==> config.mk <==
export PLATFORM = sky130hd
export DESIGN_NAME = button_press_classifier
export DESIGN_NICKNAME = d
export VERILOG_FILES = /design/src/hdl/bpc_pkg.sv /design/src/hdl/bpc_core.sv /design/src/hdl/button_press_classifier.sv
export SDC_FILE = /design/constraint.sdc
export NUM_CORES = 1
export LEC_CHECK = 0
export BUFFER_PORTS_ARGS = -buffer_cell sky130_fd_sc_hd__buf_4
export CAP_MARGIN = 40
export CORE_MARGIN = 2
export CORE_UTILIZATION = 69
export DETAILED_ROUTE_END_ITERATION = 6
export HOLD_SLACK_MARGIN = 0.08
export PLACE_DENSITY_LB_ADDON = 0.1
export SKIP_LAST_GASP = 1
export SYNTH_ARGS = -nofsm -noshare
export SYNTH_HDL_FRONTEND = slang
export SYNTH_SLANG_ARGS = --single-unit
==> constraint.sdc <==
create_clock -name clk_i -period 24.2 [get_ports clk_i]
set_input_delay 0 -clock clk_i [delete_from_list [all_inputs] [get_ports clk_i]]
set_output_delay 0 -clock clk_i [all_outputs]
set_load 0.02 [all_outputs]
==> src/hdl/bpc_pkg.sv <==
// Shared types and constants for the button press classifier.
// Used by bpc_core and by the top level; depends on nothing else.
package bpc_pkg;

  // Default width of the internal timestamp arithmetic.
  localparam int unsigned TimeBitsDefault = 32;

  // Width of the configuration index and data fields.
  localparam int unsigned CfgIdxW  = 8;
  localparam int unsigned CfgDataW = 16;

  // Configuration register indexes.
  localparam logic [CfgIdxW-1:0] CFG_ACTIVE_LEVEL    = CfgIdxW'(0);
  localparam logic [CfgIdxW-1:0] CFG_DEBOUNCE_MS     = CfgIdxW'(1);
  localparam logic [CfgIdxW-1:0] CFG_DOUBLE_PRESS_MS = CfgIdxW'(2);
  localparam logic [CfgIdxW-1:0] CFG_LONG_PRESS_MS   = CfgIdxW'(3);

  // Action that is still waiting to be resolved.
  typedef enum logic [1:0] {
    ACT_SINGLE = 2'd0,
    ACT_DOUBLE = 2'd1,
    ACT_LONG   = 2'd2,
    ACT_NONE   = 2'd3
  } act_e;

  typedef struct packed {
    logic        pin_level;
    logic [31:0] now_ms;
  } in_t;

  typedef struct packed {
    logic press_event;
    logic release_event;
    logic single_press_event;
    logic double_press_event;
    logic long_press_event;
    logic is_pressed;
  } out_t;

  typedef struct packed {
    logic        active_level;
    logic [15:0] debounce_ms;
    logic [15:0] double_press_ms;
    logic [15:0] long_press_ms;
  } cfg_t;

endpackage

==> src/hdl/bpc_core.sv <==
// Debounce and press classification state with its one-poll update.
// Depends on bpc_pkg for the poll, result, config and action types.
module bpc_core #(
  parameter int unsigned TIME_BITS = bpc_pkg::TimeBitsDefault
) (
  input  logic          clk_i,
  input  logic          rst_ni,
  input  logic          step_i,
  input  bpc_pkg::in_t  poll_i,
  input  bpc_pkg::cfg_t cfg_i,
  output bpc_pkg::out_t res_o
);

  logic                 primed_q, primed_d;
  logic                 stable_q, stable_d;
  logic                 prev_q, prev_d;
  logic [TIME_BITS-1:0] bounce_q, bounce_d;
  logic [TIME_BITS-1:0] press_q, press_d;
  logic [TIME_BITS-1:0] release_q, release_d;
  bpc_pkg::act_e        act_q, act_d;

  logic [TIME_BITS-1:0] now_t;
  logic [TIME_BITS-1:0] since_bounce;
  logic [TIME_BITS-1:0] since_release;
  logic [TIME_BITS-1:0] since_press;
  logic [TIME_BITS-1:0] held_time;
  logic                 take_level;

  assign now_t = TIME_BITS'(poll_i.now_ms);

  always_comb begin
    primed_d  = primed_q;
    stable_d  = stable_q;
    prev_d    = prev_q;
    bounce_d  = bounce_q;
    press_d   = press_q;
    release_d = release_q;
    act_d     = act_q;
    res_o     = '0;

    since_bounce  = '0;
    since_release = '0;
    since_press   = '0;
    held_time     = '0;
    take_level    = 1'b0;

    if (!primed_q) begin
      // The first poll only seeds the levels.
      primed_d = 1'b1;
      stable_d = poll_i.pin_level;
      prev_d   = poll_i.pin_level;
    end else begin
      if (poll_i.pin_level != prev_q) begin
        bounce_d = now_t;
      end
      since_bounce = now_t - bounce_d;
      take_level   = (since_bounce >= TIME_BITS'(cfg_i.debounce_ms)) &&
                     (poll_i.pin_level != stable_q);

      if (take_level) begin
        stable_d = poll_i.pin_level;
        if (poll_i.pin_level == cfg_i.active_level) begin
          res_o.press_event = 1'b1;
          press_d = now_t;
          if (act_q == bpc_pkg::ACT_SINGLE) begin
            res_o.double_press_event = 1'b1;
            act_d = bpc_pkg::ACT_DOUBLE;
          end else begin
            act_d = bpc_pkg::ACT_LONG;
          end
        end else begin
          res_o.release_event = 1'b1;
          release_d = now_t;
          held_time = now_t - press_q;
          if (act_q == bpc_pkg::ACT_DOUBLE) begin
            act_d = bpc_pkg::ACT_NONE;
          end else if (held_time < TIME_BITS'(cfg_i.long_press_ms)) begin
            act_d = bpc_pkg::ACT_SINGLE;
          end
        end
      end

      since_release = now_t - release_d;
      if (act_d == bpc_pkg::ACT_SINGLE &&
          since_release > TIME_BITS'(cfg_i.double_press_ms)) begin
        res_o.single_press_event = 1'b1;
        act_d = bpc_pkg::ACT_NONE;
      end

      since_press = now_t - press_d;
      if (act_d == bpc_pkg::ACT_LONG &&
          since_press >= TIME_BITS'(cfg_i.long_press_ms)) begin
        res_o.long_press_event = 1'b1;
        act_d = bpc_pkg::ACT_NONE;
      end

      prev_d = poll_i.pin_level;
    end

    res_o.is_pressed = (stable_d == cfg_i.active_level);
  end

  always_ff @(posedge clk_i or negedge rst_ni) begin
    if (!rst_ni) begin
      primed_q  <= 1'b0;
      stable_q  <= 1'b0;
      prev_q    <= 1'b0;
      bounce_q  <= '0;
      press_q   <= '0;
      release_q <= '0;
      act_q     <= bpc_pkg::ACT_NONE;
    end else if (step_i) begin
      primed_q  <= primed_d;
      stable_q  <= stable_d;
      prev_q    <= prev_d;
      bounce_q  <= bounce_d;
      press_q   <= press_d;
      release_q <= release_d;
      act_q     <= act_d;
    end
  end

endmodule

==> src/hdl/button_press_classifier.sv <==
// Top level of the debounced button press classifier.
// Depends on bpc_pkg and instantiates bpc_core.
//
// Usage:
//   Each input word is one poll of the button: the raw pin level and a
//   free-running millisecond timestamp. A word is taken on a rising edge
//   where in_valid_i is high and in_stall_o is low. For every poll exactly
//   one result word comes out on the output channel, taken on an edge where
//   out_valid_o is high and out_stall_i is low. The result carries the
//   press, release, single, double and long press flags plus the debounced
//   pressed level.
//   A poll is first captured in an input register, and when it advances the
//   classifier state and the result register are updated together. The
//   block sustains one poll per clock while the receiver does not stall;
//   the only loop is the classifier state.
//   When the receiver stalls, the result register holds its word, the
//   captured poll waits in the input register, and in_stall_o rises once
//   both are occupied. No word is lost or repeated.
//   Reset clears all state; the first poll afterwards only seeds the
//   debounced level and raises no event. Configuration writes are always
//   ready and should be issued only while no poll is in flight.
module button_press_classifier #(
  parameter int unsigned TIME_BITS = bpc_pkg::TimeBitsDefault
) (
  input  logic                         clk_i,
  input  logic                         rst_ni,
  input  logic                         in_valid_i,
  output logic                         in_stall_o,
  input  bpc_pkg::in_t                 in_data_i,
  output logic                         out_valid_o,
  input  logic                         out_stall_i,
  output bpc_pkg::out_t                out_data_o,
  input  logic                         cfg_valid_i,
  output logic                         cfg_ready_o,
  input  logic [bpc_pkg::CfgIdxW-1:0]  cfg_index_i,
  input  logic [bpc_pkg::CfgDataW-1:0] cfg_data_i
);

  // Configuration registers.
  bpc_pkg::cfg_t cfg_q;

  // Input register stage.
  logic          poll_valid_q;
  bpc_pkg::in_t  poll_q;

  // Result register stage.
  logic          res_valid_q;
  bpc_pkg::out_t res_q;
  bpc_pkg::out_t res_d;

  logic          advance;
  logic          in_take;

  // The captured poll moves on when the result register is empty or its
  // word is taken in this same cycle.
  assign advance    = poll_valid_q && (!res_valid_q || !out_stall_i);
  assign in_stall_o = poll_valid_q && !advance;
  assign in_take    = in_valid_i && !in_stall_o;

  assign cfg_ready_o = 1'b1;

  always_ff @(posedge clk_i or negedge rst_ni) begin
    if (!rst_ni) begin
      cfg_q <= '0;
    end else if (cfg_valid_i && cfg_ready_o) begin
      unique case (cfg_index_i)
        bpc_pkg::CFG_ACTIVE_LEVEL:    cfg_q.active_level    <= cfg_data_i[0];
        bpc_pkg::CFG_DEBOUNCE_MS:     cfg_q.debounce_ms     <= cfg_data_i;
        bpc_pkg::CFG_DOUBLE_PRESS_MS: cfg_q.double_press_ms <= cfg_data_i;
        bpc_pkg::CFG_LONG_PRESS_MS:   cfg_q.long_press_ms   <= cfg_data_i;
        default: ;
      endcase
    end
  end

  // Input register: loads whenever a new word is accepted, otherwise it
  // empties when its poll advances.
  always_ff @(posedge clk_i or negedge rst_ni) begin
    if (!rst_ni) begin
      poll_valid_q <= 1'b0;
    end else if (in_take) begin
      poll_valid_q <= 1'b1;
    end else if (advance) begin
      poll_valid_q <= 1'b0;
    end
  end

  always_ff @(posedge clk_i) begin
    if (in_take) begin
      poll_q <= in_data_i;
    end
  end

  bpc_core #(
    .TIME_BITS(TIME_BITS)
  ) u_core (
    .clk_i  (clk_i),
    .rst_ni (rst_ni),
    .step_i (advance),
    .poll_i (poll_q),
    .cfg_i  (cfg_q),
    .res_o  (res_d)
  );

  // Result register.
  always_ff @(posedge clk_i or negedge rst_ni) begin
    if (!rst_ni) begin
      res_valid_q <= 1'b0;
    end else if (advance) begin
      res_valid_q <= 1'b1;
    end else if (!out_stall_i) begin
      res_valid_q <= 1'b0;
    end
  end

  always_ff @(posedge clk_i) begin
    if (advance) begin
      res_q <= res_d;
    end
  end

  assign out_valid_o = res_valid_q;
  assign out_data_o  = res_q;

  // A poll cannot both press and release.
  a_press_xor_release : assert property (@(posedge clk_i) disable iff (!rst_ni)
    out_valid_o |-> !(out_data_o.press_event && out_data_o.release_event))
    else $error("press and release in one result word");

  // Single, double and long resolve different pending actions.
  a_one_class : assert property (@(posedge clk_i) disable iff (!rst_ni)
    out_valid_o |-> $onehot0({out_data_o.single_press_event,
                              out_data_o.double_press_event,
                              out_data_o.long_press_event}))
    else $error("more than one press class in one result word");

  // Edges agree with the reported debounced level.
  a_edge_level : assert property (@(posedge clk_i) disable iff (!rst_ni)
    (out_valid_o && (out_data_o.press_event || out_data_o.release_event)) |->
      (out_data_o.is_pressed == out_data_o.press_event))
    else $error("edge event disagrees with is_pressed");

  // The input side only stalls with a poll waiting in the input register.
  a_stall_cause : assert property (@(posedge clk_i) disable iff (!rst_ni)
    in_stall_o |-> (poll_valid_q && res_valid_q && out_stall_i))
    else $error("input stalled without a blocked poll");

endmodule

==> impl_metrics.py <==
metrics = {
    "clock_network": {
        "cts_root_buf": "clkbuf_16",
        "clk_latency_ns": 0.45,
        "post_cts_buffers": 0,
        "htree_levels": 4,
        "clk_pin_slew_ns": 0.09,
        "post_cts_resized": 0,
        "cts-buffers-inserted": 17,
        "cts_tree": "done",
        "clock_path_buffers": 2,
        "cts_sinks": 191,
    },
    "global_routing": {
        "grt_max_degree": 62,
        "grtUsageTotal_pct": 37.98,
        "first_global_vias": 15300,
        "grt_pass1_wl_um": 78210,
        "antenna_found_initial": 1,
        "overflow": 0,
    },
    "yosys": {
        "synthDistinctLibCells": 103,
        "ys_ff_latch": 191,
        "synthTopCellsByArea": "dfrtp_1, ha_1, mux2_2",
        "ys.flop_type": "dfrtp_1",
        "synth_largest_area_cell": "dfrtp_1",
        "yosys.area.top_type_share_pct": 22.02,
        "synth_cells": 1906,
        "async_reset_ff_share_pct": 79.58,
        "syn_area_sq_mm": 0.01704,
        "synth_nets": 2145,
        "synth_seq_area_share_pct": 29.20,
        "ys_warn_count": 0,
        "syn_area_per_cell_sq_um": 8.942,
        "synth_enable_flop_cells": 39,
    },
    "sta": {
        "maxSlewViolCount": 0,
        "fin_setup_tns_ns": 0,
        "finalCriticalPeriod_ns": 12.58,
        "slew_headroom_pct": 41.29,
        "fin_ws_ns": 11.62,
        "setup_viol": 0,
        "finalCritPeriodShare_pct": 51.97,
        "fmax_mhz": 79.52,
        "rsz0062_at_grt": "false",
        "hold_viol_final": 0,
        "whs_ns": 0.2172,
        "tightestPinTransition_ns": 0.8785,
        "fin_skew_ns": 0.01879,
    },
    "power": {
        "power.density_mw_per_mm2": 108.2,
        "vdd_drop_max_uv": 56.55,
        "power.leakage_nw": 8.610,
    },
    "cells_and_area": {
        "layout.nets": 2231,
        "final.fill_count": 1649,
        "multi_input_area_sq_mm": 0.01126,
        "area_growth_pct": 11.51,
        "regArea_sq_mm": 0.004977,
        "drive_gt1_share_pct": 13.77,
        "instances_no_fill": 2329,
        "fin_util_pct": 78.14,
        "diodes": 0,
    },
    "route": {
        "ant_nets": 0,
        "firstDrtPassIters": 7,
        "drc": 1,
        "drtIter0Drc": 1480,
        "drt_wl_total_um": 48890,
        "num_vias": 15470,
        "viasPerCell": 6.643,
        "wl_per_cell_um": 20.99,
    },
    "floorplan": {
        "die_area_sq_mm": 0.02597,
        "initial_core_util_pct": 70.08,
        "core_sq_mm": 0.02432,
        "rows": 57,
        "die_w_um": 161.2,
        "fp.dieH_um": 161.2,
        "pin_count": 71,
    },
    "critical_path": {
        "r2r_end": "u_core.act_q[0]",
        "cpMostUsedCell": "ha_1",
        "r2r-start": "poll_q[32]",
        "critical_path_class": "reg -> reg",
        "cp-start-kind": "flip-flop",
        "cp_max_fo": 50,
        "crit_slowest_cell": "edfxtp_1",
        "required_ns": 24.57,
        "slowest_delay_ns": 0.65,
        "rrSetupSlack_ns": 11.62,
        "reg2regPathDepth": 53,
        "endpoint_kind": "flip-flop",
        "critPathArrivalTime_ns": 12.94,
    },
    "worst_hold_path": {
        "holdCritPathClass": "in -> reg",
        "hold_start": "cfg_index_i[3]",
        "min_to": "cfg_q[0]",
        "hold_depth": 4,
    },
    "place": {
        "port_buffers": 69,
        "dpl_worst_slack_ns": 12.00,
        "place_inst": 2238,
        "place_hpwl_um": 37020,
        "gp_congestion": 0.9921,
    },
    "flow_run": {
        "max_cap_violations": 0,
    },
    "status": {
        "status": "finished, violations left",
        "violations": "design-rule violations",
    },
}
-- worst max-delay path: cells and delay by family (launching register included) --
| kind | cells | cell delay, ns |
|---|---|---|
| fa+ha+maj | 7 | 2.04 |
| xor+xnor | 3 | 0.42 |
| compound gates | 19 | 4.25 |
| simple gates | 20 | 3.93 |
| flops | 1 | 0.65 |
| buf+inv | 4 | 1.19 |
-- what timing repair did --
item,4_1_cts,5_1_grt
hold buffers,59,0
setup endpoints to repair,0,0
endpoints found under the hold margin,178,0
-- state kept, by name (all words and copies together) (netlist names) --
signal and flops:
u_core.prev_q 1, u_core.bounce_q 32, cfg_q 49, u_core.release_q 32
poll_q 33, u_core.act_q 2, u_core.stable_q 1, out_data_o 6
poll_valid_q 1, out_valid_o 1, u_core.press_q 32, u_core.primed_q 1
-- synth_stat cells, types with 17 or more instances --
cell type	instances
nand2_1	130
o21ai_0	109
ha_1	174
nand4_1	24
dfrtp_1	150
xor2_1	34
nand2b_1	28
a21o_1	57
nor2_1	120
nor4_1	17
clkbuf_1	58
a21oi_1	159
o211ai_1	22
inv_1	137
nor3_1	35
xnor2_1	48
nand3_1	45
edfxtp_1	39
a31oi_1	22
mux2i_1	79
mux2_2	119
nor2b_1	19
-- where the power goes --
part	switching, mW	leakage, nW	internal, mW
Sequential	0.0707	2.25	0.400
Combinational	0.741	6.07	0.550
Clock	0.150	0.291	0.145
-- layer usage --
layer	track usage, %	vias to the layer above	wire (um)
met5	0	-	0
met4	12.87	0	1535
met3	6.677	126	3821
met2	63.17	703	22950
met1	50.44	7451	20590
li1	-	7192	-
-- placed cells by master (no fill, tap or decap), types with 77 or more instances in the layout --
| cell | count |
|---|---|
| ha_1 | 174 |
| a21oi_1 | 159 |
| dfrtp_1 | 150 |
| inv_1 | 137 |
| nand2_1 | 129 |
| nor2_1 | 119 |
| mux2_2 | 119 |
| o21ai_0 | 109 |
| mux2i_1 | 79 |
| buf_4 | 77 |
-- through the flow --
step | area, sq um | total power [mW]
6_report | 19000 | 2.056
5_1_grt | 19000 | 2.208
4_1_cts | 19000 | 2.026
3_5_place_dp | 17810 | 1.717
3_3_place_gp | 17750 | 1.669
2_1_floorplan | 17040 | 1.419
-- worst max-delay path by stage --
stage,from,slack (ns),end,cells after the start
floorplan,poll_q[32],12.92,out_data_o[3],58
global placement,poll_q[32],12.51,out_data_o[3],53
detailed placement,poll_q[32],12.00,u_core.act_q[1],53
CTS,poll_q[32],11.93,u_core.act_q[0],53
global route,poll_q[32],10.85,u_core.act_q[0],53
finish,poll_q[32],11.62,u_core.act_q[0],53
-- kinds of logic (layout without fill, tap and decap cells) --
logic type | count (synthesis) | in the layout | share of synthesized area [%]
buf+inv | 211 | 310 | 4.831
flops | 191 | 191 | 29.20
fa+ha+maj | 182 | 182 | 13.43
xor+xnor | 83 | 83 | 4.310
other cells | 1 | 1 | 0.02200
compound gates | 538 | 538 | 20.92
mux | 199 | 199 | 12.57
simple gates | 501 | 501 | 14.72
-- final cells by class --
type | instances | area share [%]
Tap cell | 324 | 2.133
Clock inverter | 12 | 0.7374
Inverter | 138 | 2.726
Sequential cell | 191 | 26.19
Multi-Input combinational cell | 1504 | 59.24
Clock buffer | 20 | 2.410
Timing Repair Buffer | 140 | 6.564
Power figures use the tool's default switching activity.
